--- src/rtl/lkv_pkg.sv ---
package lkv_pkg;

    localparam int LKV_ENTRIES    = 16;
    localparam int LKV_KEY_BITS   = 32;
    localparam int LKV_VALUE_BITS = 32;

    typedef enum logic
    {
        OP_LOOKUP = 1'b0,
        OP_INSERT = 1'b1
    } lkv_op_t;

    typedef struct packed
    {
        logic hit;
        logic full;
    } lkv_status_t;

endpackage

--- src/rtl/lkv_lookup.sv ---
module lkv_lookup
    import lkv_pkg::*;
#(
    parameter int ENTRIES    = LKV_ENTRIES,
    parameter int KEY_BITS   = LKV_KEY_BITS,
    parameter int RANK_BITS  = $clog2(LKV_ENTRIES)
)
(
    input  logic [KEY_BITS-1:0]  key,
    input  logic [ENTRIES-1:0]   entry_valid,
    input  logic [KEY_BITS-1:0]  entry_key [ENTRIES],
    input  logic [RANK_BITS-1:0] entry_rank [ENTRIES],
    output lkv_status_t          status,
    output logic [ENTRIES-1:0]   slot_sel
);

    localparam logic [RANK_BITS-1:0] OLDEST = RANK_BITS'(ENTRIES - 1);

    logic [ENTRIES-1:0] match;
    logic [ENTRIES-1:0] match_oh;
    logic [ENTRIES-1:0] oldest;
    logic [ENTRIES-1:0] victim_oh;
    logic [ENTRIES-1:0] free_vec;
    logic [ENTRIES-1:0] free_oh;

    always_comb
    begin
        for (int i = 0; i < ENTRIES; i++)
        begin
            match[i]  = entry_valid[i] && (entry_key[i] == key);
            oldest[i] = entry_valid[i] && (entry_rank[i] == OLDEST);
        end
    end

    // lowest set bit of each candidate vector
    assign free_vec  = ~entry_valid;
    assign free_oh   = free_vec & (~free_vec + ENTRIES'(1));
    assign match_oh  = match & (~match + ENTRIES'(1));
    assign victim_oh = oldest & (~oldest + ENTRIES'(1));

    assign status.hit  = |match;
    assign status.full = &entry_valid;

    always_comb
    begin
        if (status.hit)
        begin
            slot_sel = match_oh;
        end
        else if (status.full)
        begin
            slot_sel = victim_oh;
        end
        else
        begin
            slot_sel = free_oh;
        end
    end

endmodule

--- src/rtl/lkv_store.sv ---
module lkv_store
    import lkv_pkg::*;
#(
    parameter int ENTRIES    = LKV_ENTRIES,
    parameter int KEY_BITS   = LKV_KEY_BITS,
    parameter int VALUE_BITS = LKV_VALUE_BITS,
    parameter int RANK_BITS  = $clog2(LKV_ENTRIES)
)
(
    input  logic                  clk,
    input  logic                  rst_n,
    input  logic                  update,
    input  lkv_op_t               op,
    input  logic [KEY_BITS-1:0]   key,
    input  logic [VALUE_BITS-1:0] value,
    input  lkv_status_t           status,
    input  logic [ENTRIES-1:0]    slot_sel,
    output logic [ENTRIES-1:0]    entry_valid,
    output logic [KEY_BITS-1:0]   entry_key [ENTRIES],
    output logic [RANK_BITS-1:0]  entry_rank [ENTRIES],
    output logic [KEY_BITS-1:0]   rd_key,
    output logic [VALUE_BITS-1:0] rd_value
);

    localparam logic [RANK_BITS-1:0] OLDEST = RANK_BITS'(ENTRIES - 1);

    logic [ENTRIES-1:0]    valid_reg;
    logic [ENTRIES-1:0]    valid_next;
    logic [KEY_BITS-1:0]   key_reg [ENTRIES];
    logic [VALUE_BITS-1:0] value_reg [ENTRIES];
    logic [RANK_BITS-1:0]  rank_reg [ENTRIES];
    logic [RANK_BITS-1:0]  rank_next [ENTRIES];
    logic [RANK_BITS-1:0]  ref_rank;
    logic                  write;
    logic                  insert;

    assign insert = (op == OP_INSERT);
    assign write  = update && (status.hit || insert);

    // a new key is placed as a touch of a slot ranked oldest
    always_comb
    begin
        ref_rank = status.hit ? OLDEST : OLDEST;
        for (int i = 0; i < ENTRIES; i++)
        begin
            if (status.hit && slot_sel[i])
            begin
                ref_rank = rank_reg[i];
            end
        end
    end

    always_comb
    begin
        rd_key   = '0;
        rd_value = '0;
        for (int i = 0; i < ENTRIES; i++)
        begin
            rd_key   = rd_key | (key_reg[i] & {KEY_BITS{slot_sel[i]}});
            rd_value = rd_value | (value_reg[i] & {VALUE_BITS{slot_sel[i]}});
        end
    end

    always_comb
    begin
        for (int i = 0; i < ENTRIES; i++)
        begin
            valid_next[i] = valid_reg[i];
            rank_next[i]  = rank_reg[i];
            if (write)
            begin
                if (slot_sel[i])
                begin
                    rank_next[i] = '0;
                    if (insert)
                    begin
                        valid_next[i] = 1'b1;
                    end
                end
                else if (valid_reg[i] && (rank_reg[i] < ref_rank))
                begin
                    rank_next[i] = rank_reg[i] + RANK_BITS'(1);
                end
            end
        end
    end

    always_ff @(posedge clk or negedge rst_n)
    begin
        if (!rst_n)
        begin
            valid_reg <= '0;
            for (int i = 0; i < ENTRIES; i++)
            begin
                rank_reg[i] <= '0;
            end
        end
        else
        begin
            valid_reg <= valid_next;
            for (int i = 0; i < ENTRIES; i++)
            begin
                rank_reg[i] <= rank_next[i];
            end
        end
    end

    always_ff @(posedge clk)
    begin
        for (int i = 0; i < ENTRIES; i++)
        begin
            if (write && insert && slot_sel[i])
            begin
                value_reg[i] <= value;
                if (!status.hit)
                begin
                    key_reg[i] <= key;
                end
            end
        end
    end

    assign entry_valid = valid_reg;
    assign entry_key   = key_reg;
    assign entry_rank  = rank_reg;

endmodule

--- src/rtl/lru_key_value_cache.sv ---
// channel   valid      stall      payload
// req       req_valid  req_stall  op, key, value
// rsp       rsp_valid  rsp_stall  hit, value_out, evicted, evicted_key
//
// One request per cycle while req_stall is low; each request is held first
// in the input register, then the parallel tag compare and rank update
// land the result in the response register.
// Reset empties the store and clears all ranks; keys and values are not reset.
// A stalled response holds the input register; req_stall rises only when both are full.
module lru_key_value_cache
    import lkv_pkg::*;
#(
    parameter int ENTRIES    = LKV_ENTRIES,
    parameter int KEY_BITS   = LKV_KEY_BITS,
    parameter int VALUE_BITS = LKV_VALUE_BITS
)
(
    input  logic                  clk,
    input  logic                  rst_n,
    input  logic                  req_valid,
    output logic                  req_stall,
    input  logic                  op,
    input  logic [KEY_BITS-1:0]   key,
    input  logic [VALUE_BITS-1:0] value,
    output logic                  rsp_valid,
    input  logic                  rsp_stall,
    output logic                  hit,
    output logic [VALUE_BITS-1:0] value_out,
    output logic                  evicted,
    output logic [KEY_BITS-1:0]   evicted_key
);

    localparam int RANK_BITS = $clog2(ENTRIES);

    logic                  s1_valid_reg;
    logic                  s1_valid_next;
    lkv_op_t               s1_op_reg;
    logic [KEY_BITS-1:0]   s1_key_reg;
    logic [VALUE_BITS-1:0] s1_value_reg;

    logic                  rsp_valid_reg;
    logic                  rsp_valid_next;
    logic                  hit_reg;
    logic                  hit_next;
    logic [VALUE_BITS-1:0] value_out_reg;
    logic [VALUE_BITS-1:0] value_out_next;
    logic                  evicted_reg;
    logic                  evicted_next;
    logic [KEY_BITS-1:0]   evicted_key_reg;
    logic [KEY_BITS-1:0]   evicted_key_next;

    logic                  advance;
    logic                  fire;
    lkv_status_t           status;
    logic [ENTRIES-1:0]    slot_sel;
    logic [ENTRIES-1:0]    entry_valid;
    logic [KEY_BITS-1:0]   entry_key [ENTRIES];
    logic [RANK_BITS-1:0]  entry_rank [ENTRIES];
    logic [KEY_BITS-1:0]   rd_key;
    logic [VALUE_BITS-1:0] rd_value;

    assign advance   = !rsp_valid_reg || !rsp_stall;
    assign fire      = s1_valid_reg && advance;
    assign req_stall = s1_valid_reg && !advance;

    lkv_lookup #(
        .ENTRIES   (ENTRIES),
        .KEY_BITS  (KEY_BITS),
        .RANK_BITS (RANK_BITS)
    ) u_lookup (
        .key         (s1_key_reg),
        .entry_valid (entry_valid),
        .entry_key   (entry_key),
        .entry_rank  (entry_rank),
        .status      (status),
        .slot_sel    (slot_sel)
    );

    lkv_store #(
        .ENTRIES    (ENTRIES),
        .KEY_BITS   (KEY_BITS),
        .VALUE_BITS (VALUE_BITS),
        .RANK_BITS  (RANK_BITS)
    ) u_store (
        .clk         (clk),
        .rst_n       (rst_n),
        .update      (fire),
        .op          (s1_op_reg),
        .key         (s1_key_reg),
        .value       (s1_value_reg),
        .status      (status),
        .slot_sel    (slot_sel),
        .entry_valid (entry_valid),
        .entry_key   (entry_key),
        .entry_rank  (entry_rank),
        .rd_key      (rd_key),
        .rd_value    (rd_value)
    );

    always_comb
    begin
        s1_valid_next = req_stall ? s1_valid_reg : req_valid;

        if (fire)
        begin
            rsp_valid_next = 1'b1;
        end
        else
        begin
            rsp_valid_next = rsp_valid_reg && rsp_stall;
        end

        hit_next         = status.hit;
        value_out_next   = (s1_op_reg == OP_LOOKUP && status.hit) ? rd_value : '0;
        evicted_next     = (s1_op_reg == OP_INSERT) && !status.hit && status.full;
        evicted_key_next = evicted_next ? rd_key : '0;
    end

    always_ff @(posedge clk or negedge rst_n)
    begin
        if (!rst_n)
        begin
            s1_valid_reg  <= 1'b0;
            rsp_valid_reg <= 1'b0;
        end
        else
        begin
            s1_valid_reg  <= s1_valid_next;
            rsp_valid_reg <= rsp_valid_next;
        end
    end

    always_ff @(posedge clk)
    begin
        if (!req_stall)
        begin
            s1_op_reg    <= lkv_op_t'(op);
            s1_key_reg   <= key;
            s1_value_reg <= value;
        end
        if (fire)
        begin
            hit_reg         <= hit_next;
            value_out_reg   <= value_out_next;
            evicted_reg     <= evicted_next;
            evicted_key_reg <= evicted_key_next;
        end
    end

    assign rsp_valid   = rsp_valid_reg;
    assign hit         = hit_reg;
    assign value_out   = value_out_reg;
    assign evicted     = evicted_reg;
    assign evicted_key = evicted_key_reg;

    // exactly one slot chosen: catches broken ranks (a full store with no entry ranked oldest)
    a_slot_onehot: assert property (@(posedge clk) disable iff (!rst_n)
        s1_valid_reg |-> $onehot(slot_sel))
        else $error("slot select not one-hot");

    a_evict_on_miss: assert property (@(posedge clk) disable iff (!rst_n)
        rsp_valid_reg |-> !(evicted_reg && hit_reg))
        else $error("eviction reported on a hit");

    a_stall_only_full: assert property (@(posedge clk) disable iff (!rst_n)
        req_stall |-> (s1_valid_reg && rsp_valid_reg && rsp_stall))
        else $error("request stalled with room in the pipeline");

    a_store_grows: assert property (@(posedge clk) disable iff (!rst_n)
        fire && s1_op_reg == OP_INSERT && !status.hit && !status.full
        |=> $countones(entry_valid) == $countones($past(entry_valid)) + 1)
        else $error("insert into free slot did not fill it");

endmodule

--- config.mk ---
export PLATFORM = sky130hd
export DESIGN_NAME = lru_key_value_cache
export DESIGN_NICKNAME = d
export VERILOG_FILES = /design/src/rtl/lkv_pkg.sv /design/src/rtl/lkv_lookup.sv /design/src/rtl/lkv_store.sv /design/src/rtl/lru_key_value_cache.sv
export SDC_FILE = /design/constraint.sdc
export NUM_CORES = 2
export LEC_CHECK = 0
export BUFFER_PORTS_ARGS = -buffer_cell sky130_fd_sc_hd__buf_2
export CORE_ASPECT_RATIO = 1.25
export CORE_UTILIZATION = 30
export CTS_CLUSTER_DIAMETER = 200
export CTS_CLUSTER_SIZE = 8
export DETAILED_ROUTE_END_ITERATION = 6
export GPL_TIMING_DRIVEN = 0
export PLACE_DENSITY = 0.42
export SYNTH_ARGS = -nofsm -noshare
export SYNTH_HDL_FRONTEND = slang
export SYNTH_SLANG_ARGS = --single-unit
--- constraint.sdc ---
create_clock -name clk -period 9.1 [get_ports clk]
set_clock_uncertainty 0.2 [all_clocks]
set_input_delay 1.365 -clock clk [delete_from_list [all_inputs] [get_ports clk]]
set_output_delay 1.365 -clock clk [all_outputs]
set_load 0.1 [all_outputs]
== After elaboration in Yosys (flattened, before gate mapping) ==
Memories as Yosys holds them, arrays and structs flattened.
Index checks and enable logic that the tools add are counted.

* Register bits after elaboration: 725
* RAM bits: 512
* Input bits: 69
* Output and inout bits: 68
* Logic and storage cells: 499
* Memories kept: 1

* Add/subtract/negate cells: 19
* Magnitude comparators: 16
* Eq/ne operators: 32
* Mux-type cells: 128
* Bitwise gates (word level): 71
* Reductions and logical operators: 175

{| class="wikitable"
|+ Memories
! memory !! words !! bits a word !! read ports !! clocked after memory_dff !! wr ports !! RTL line !! source
|-
| u_store.value_reg || 16 || 32 || 16 || 0 || 1 || lkv_store.sv:30 || <nowiki>logic [VALUE_BITS-1:0] value_reg [ENTRIES];</nowiki>
|}

{| class="wikitable"
|+ Operators by type and width
! operator !! count
|-
| $and 32x32->32 || 32
|-
| $or 32x32->32 || 30
|-
| $eq 32x32->1 || 16
|-
| $mux 32 || 15
|-
| $reduce_or 32->1 || 15
|-
| $mux 4 || 63
|-
| $logic_and 1x1->1 || 88
|-
| $add 4x1->4 const B || 16
|-
| $eq 4x4->1 const B || 16
|-
| $lt 4x4->1 || 16
|-
| $not 16->16 || 4
|-
| $reduce_and 2->1 || 32
|-
| $add 16x1->16 const B || 3
|-
| $and 16x16->16 || 3
|-
| $mux 1 || 48
|-
| $reduce_and 3->1 || 16
|-
| $mux 16 || 2
|-
| $reduce_bool 2->1 || 16
|-
| $reduce_and 16->1 || 1
|-
| $reduce_or 16->1 || 1
|-
| $logic_not 1->1 || 4
|-
| $logic_or 1x1->1 || 2
|-
| $not 1->1 || 2
|}

== Longest topological paths before layout ==
* Depth in word-level cells: 28
* Depth in mapped cells: 23
* Mapped depth without buffers: 19

== Hierarchy ==
Synthesis repeated with hierarchy kept, for this count alone.

* Cell total of the unflattened synthesis: 3733
* Area total of the unflattened synthesis: 55278.0 sq um

{| class="wikitable"
|+ By module, submodules not included
! module !! instances !! cells each !! area an instance (sq um) !! seq. area each (sq um)
|-
| lkv_store || 1 || 2588 || 43309.0 || 32751.4
|-
| lkv_lookup || 1 || 925 || 7200.7 || 0.0
|-
| lru_key_value_cache || 1 || 220 || 4768.3 || 3983.8
|}

== Least setup slack after synthesis ==
No wires, ideal clock.

* Kind: input -> register
* Start: input rsp_stall
* End: memory u_store.value_reg[1][160] in the netlist's numbering, enable pin
* Setup time: 0.503 ns
* Arrival time: 7.331 ns
* Data required time: 8.397 ns
* Path slack: 1.065 ns
* Stages on the path: 5
* Path buffers: 1
* Path through: nand2_1 and2_1 clkbuf_1 nand2_1 nor4_1

* Longest elaborated chain between the ends: 24
* Elaborated cells between the ends (all ways): 98
* Classes of those cells: mux (62); reduce/logical (36)

{| class="wikitable"
|+ Ends and longest elaborated chain
! what !! RTL line !! source
|-
| start: declaration || lru_key_value_cache.sv:26 || <nowiki>input logic rsp_stall,</nowiki>
|-
| $logic_not 1->1 (*) || lru_key_value_cache.sv:62 || <nowiki>assign advance = !rsp_valid_reg || !rsp_stall;</nowiki>
|-
| $logic_or 1x1->1 (*) || lru_key_value_cache.sv:62 ||
|-
| $logic_and 1x1->1 (*) || lru_key_value_cache.sv:63 || <nowiki>assign fire = s1_valid_reg && advance;</nowiki>
|-
| net fire || lru_key_value_cache.sv:53 || <nowiki>logic fire;</nowiki>
|-
| $logic_and 1x1->1 (*) || lkv_store.sv:38 || <nowiki>assign write = update && (status.hit || insert);</nowiki>
|-
| $logic_and 1x1->1 (*) || lkv_store.sv:112 || <nowiki>if (write && insert && slot_sel[i])</nowiki>
|-
| $logic_and 1x1->1 || lkv_store.sv:112 ||
|-
| $mux 1 || lkv_store.sv:112 ||
|-
| $mux 1 (implied by the code) || lkv_store.sv:114 || <nowiki>value_reg[i] <= value;</nowiki>
|-
| $reduce_or 32->1 (no line) || n/a ||
|-
| $mux 4 (no line) / $mux 1 (equally long branches) (15 in series) || n/a ||
|-
| end: declaration || lkv_store.sv:30 ||
|}

Mark *: on every way through the listed nets, which the timed path passes. The rest lies on a longest branch.

== Worst setup path after layout ==
* Start: register s1_key_reg[29]
* End: register evicted_key_reg[4], in the netlist evicted_key[4] (data pin)

* Longest elaborated chain between the ends: 22
* Elaborated cells between the ends (all ways): 71
* Classes of those cells: add/sub (1); eq/ne (16); mux (1); bitwise (33); reduce/logical (20)

{| class="wikitable"
|+ Ends and longest elaborated chain
! what !! RTL line !! source
|-
| start: declaration || lru_key_value_cache.sv:38 || <nowiki>logic [KEY_BITS-1:0] s1_key_reg;</nowiki>
|-
| start signal: assignment || lru_key_value_cache.sv:138 || <nowiki>s1_key_reg <= key;</nowiki>
|-
| $eq 32x32->1 || lkv_lookup.sv:30 || <nowiki>match[i] = entry_valid[i] && (entry_key[i] == key);</nowiki>
|-
| $logic_and 1x1->1 || lkv_lookup.sv:30 ||
|-
| $not 16->16 || lkv_lookup.sv:38 || <nowiki>assign match_oh = match & (~match + ENTRIES'(1));</nowiki>
|-
| $add 16x1->16 || lkv_lookup.sv:38 ||
|-
| $and 16x16->16 || lkv_lookup.sv:38 ||
|-
| $mux 16 || lkv_lookup.sv:46 || <nowiki>if (status.hit)</nowiki>
|-
| $and 32x32->32 || lkv_store.sv:59 || <nowiki>rd_key = rd_key | (key_reg[i] & {KEY_BITS{slot_sel[i]}});</nowiki>
|-
| $or 32x32->32 (15 in series) || lkv_store.sv:59 ||
|-
| end signal: assignment || lru_key_value_cache.sv:146 || <nowiki>evicted_key_reg <= evicted_key_next;</nowiki>
|-
| end: declaration || lru_key_value_cache.sv:49 || <nowiki>logic [KEY_BITS-1:0] evicted_key_reg;</nowiki>
|}

Parallel ways exist; a longest one is shown, timed or not.
A chain may end at the register's enable or synchronous reset.

==> flow_metrics.tcl <==
set metrics [dict create \
    status "finished with violations" \
    violations "capacitance limit, slew limit, setup timing" \
    synth-seq-cells 1237 \
    synth_area_leader_cell "edfxtp_1" \
    die_y_um 482 \
    routed_via_density 6.16 \
    timing.final.crit_period_ns 9.27 \
    cp_max_fo 17 \
    drc_errors 0 \
    slew_viol_final 68 \
    worst_pin_slew_ns 1.73 \
    final-hold-violation-count 0 \
    fill_cells 17800 \
    rsz0062_at_grt "false" \
    end_kind "flop" \
    synth_area_leaders "edfxtp_1 (63%), xor2_1 (6.9%), dfrtp_1 (3.7%)" \
    worst_slack_ns -0.166 \
    cts.path.max_buffers 3 \
    cts_tree "yes" \
    critPathRequiredTime_ns 9.39 \
    vias 41700 \
    clkLatencyLatePin_ns 0.86 \
    dpl.hpwl_um 249000 \
    die_area_mm2 0.186 \
    first_pass_iters 6 \
    ctsHoldBuffers 0 \
    crit_slowest_cell "buf_1" \
    post_drt_wl_per_cell_um 47.7 \
    syn_inst 3886 \
    ys_types 88 \
    clkTransAtPathRegs_ns 0.06 \
    p_switching_mw 6.13 \
    rows 176 \
    layout-drive-gt1-share_pct 16.2 \
    synth_seq_area_share_pct 66.3 \
    avgSynthCellArea_um2 14.3 \
    grt.overflow.total 0 \
    maxCapViolCount 11 \
    hold_ws_ns 0.288 \
    routed_wl_um 323000 \
    cp_cell_sequence "buf_6, xor2_1, nor4_1, nand4_1, nor3_1, nor4_2, nand4_1, buf_2, nor2_1, buf_2, buf_1, a22oi_1, and4_1, a31oi_1" \
    crit_arrival_ns 9.56 \
    critical_path.startpoint_type "flop" \
    finalCritPeriodShare_pct 102 \
    vdd_drop_max_uv 147 \
    cts.sinks 1237 \
    place.gp.congestion 1.07 \
    yosys_warnings 0 \
    synth_top_area_share_pct 62.6 \
    tns_ns -0.166 \
    final_nets 4453 \
    portBuffers 136 \
    ant_nets 0 \
    cp_slowest_stage_delay_ns 1.23 \
    leakage_nw 22.5 \
    synthArstFlopShare_pct 6.63 \
    combPwrFrac_pct 23.7 \
    syn_area_mm2 0.0554 \
    synth-edff-count 1155 \
    numCtsBuffers 172 \
    grt_pass1_vias 39400 \
    r2r_cells 14 \
    ctsRootBufferMaster "clkbuf_16" \
    core_area_mm2 0.184 \
    grt_max_degree 51 \
    synth_common_cells "edfxtp_1 (1155), xor2_1 (438), nand2_1 (202), nor4_1 (197), a22oi_1 (155)" \
    pwr-share-clk_pct 35.0 \
    io-pin-count 137 \
    fmax_mhz 108 \
    ys.flop_type "edfxtp_1" \
    initial_core_util_pct 30.2 \
    area_growth_pct 19.4 \
    pwr-share-seq_pct 41.3 \
    dieWidth_um 386 \
    yosysMostFrequentCell "edfxtp_1" \
    maxSlewHeadroom_pct -15.9 \
    grt_first_pass_wirelength_um 410000 \
    synth_nets 4019 \
    swShare_pct 35.7 \
    drtIter0Drc 5596 \
    htreeDepth 4 \
    p_per_area_mw_per_mm2 259 \
    worstSetupPathType "reg2reg" \
    antenna_found_initial 34 \
    min_path_type "in2async" \
    setup_viol_count_final 1 \
    p_int_mw 11.0 \
    grt_usage_pct 34.3 \
]
layout make-up:
| type | count | area, µm² | share of cell area (%) |
|---|---|---|---|
| antenna | 13 | 32.5 | 0.0492 |
| buffer | 204 | 1200 | 1.82 |
| clock buffer | 192 | 4420 | 6.68 |
| clock inverter | 14 | 333 | 0.503 |
| inverter | 77 | 289 | 0.437 |
| multi-input combinational | 2366 | 17700 | 26.7 |
| sequential | 1237 | 36700 | 55.5 |
| tap | 2403 | 3010 | 4.54 |
| timing repair buffer | 262 | 2480 | 3.75 |
cells in the final DEF (no fill, tap or decap), types with 16 or more instances in the layout:
master,synthesis,layout
a21oi_1,31,29
a221oi_1,141,141
a222oi_1,60,60
a22o_1,127,127
a22oi_1,155,155
a31oi_1,62,62
and3_1,60,55
buf_1,26,18
buf_12,3,30
buf_16,0,16
buf_2,35,178
buf_4,25,64
buf_6,23,61
clkbuf_1,93,65
clkbuf_16,0,174
clkbuf_2,0,43
dfrtp_1,82,82
edfxtp_1,1155,1155
ha_1,64,64
inv_1,77,76
nand2_1,202,202
nand2b_1,24,24
nand3_1,114,113
nand4_1,108,108
nand4b_1,16,16
nor2_1,72,56
nor3_1,65,53
nor4_1,197,185
o211ai_1,19,19
o21ai_0,50,50
o31ai_1,25,23
or3_1,24,24
or4_1,21,21
xnor2_1,67,66
xor2_1,438,435
path summary, 6_finish.rpt:
path / start / endpoint / slack, ns
setup / recovery: s1_key_reg[29]$_DFFE_PN_ / evicted_key[4]$_SDFFCE_PN0P_ / -0.17
hold / removal: rst_n / u_store.entry_rank[15]$_DFFE_PN0P_ / 0.29
setup reg to reg: s1_key_reg[29]$_DFFE_PN_ / evicted_key[4]$_SDFFCE_PN0P_ / -0.17
hold reg to reg: s1_valid_reg$_DFFE_PN0N_ / rsp_valid$_DFF_PN0_ / 0.36
max in group asynchronous: rst_n / u_store.entry_valid[2]$_DFFE_PN0P_ / 7.74
min in group clk: s1_valid_reg$_DFFE_PN0N_ / rsp_valid$_DFF_PN0_ / 0.36
per-stage QoR:
stage          setup WS, ns  instance area [µm²]  cells  total power [mW]  utilization, %
5_1_grt              0.0329                66100   6756              17.4            36.0
6_report             -0.166                66200   6768              17.2            36.0
3_5_place_dp       -0.00345                61300   6545              11.1            33.4
2_1_floorplan          1.07                55400   3886              8.84               -
4_1_cts              0.0548                66100   6751              17.1            36.0
3_3_place_gp          -9.52                59100   6425              11.0            32.2
power groups by stage:
stage          combinational [mW]  clock (mW)  sequential (mW)
2_1_floorplan                1.58           0             7.25
3_3_place_gp                 3.78           0             7.22
3_5_place_dp                 3.93           0             7.18
4_1_cts                      3.95        6.08             7.08
5_1_grt                      4.08        6.25             7.12
6_report                     4.06        6.01             7.09
per-layer routing:
metal / global-route usage [%] / vias up / routed length (µm)
met3: 5.75 / 644 / 22400
met2: 54.4 / 2475 / 149000
met5: 0 / - / 233
li1: - / 16500 / -
met4: 22.9 / 10 / 25400
met1: 42.9 / 22000 / 126000
cells by family after synthesis:
group	count (synthesis)	share of synthesized area, %
DFF	1237	66.3
and+or+nand+nor	989	9.98
AOI/OAI and AO/OA	801	11.6
xor gates and xnor gates	505	7.98
buffers and inverters	283	2.59
adders and majority gates	64	1.45
muxes	7	0.126
worst max-delay path, delay by kind of cell (launching register included):
| family | cells | cell delay, ns |
|---|---|---|
| buffers and inverters | 4 | 2.56 |
| flip-flops | 1 | 0.90 |
| AND/OR/NAND/NOR | 7 | 3.33 |
| AO/OA/AOI/OAI | 2 | 0.92 |
| XOR/XNOR | 1 | 0.93 |
what timing repair did:
| item | in CTS | in global routing |
|---|---|---|
| setup endpoints to repair | 1 | 44 |
| pin swaps | 0 | 1 |
| resized for setup | 1 | 2 |
| buffers inserted | 0 | 6 |
Power figures use the tool's default switching activity.
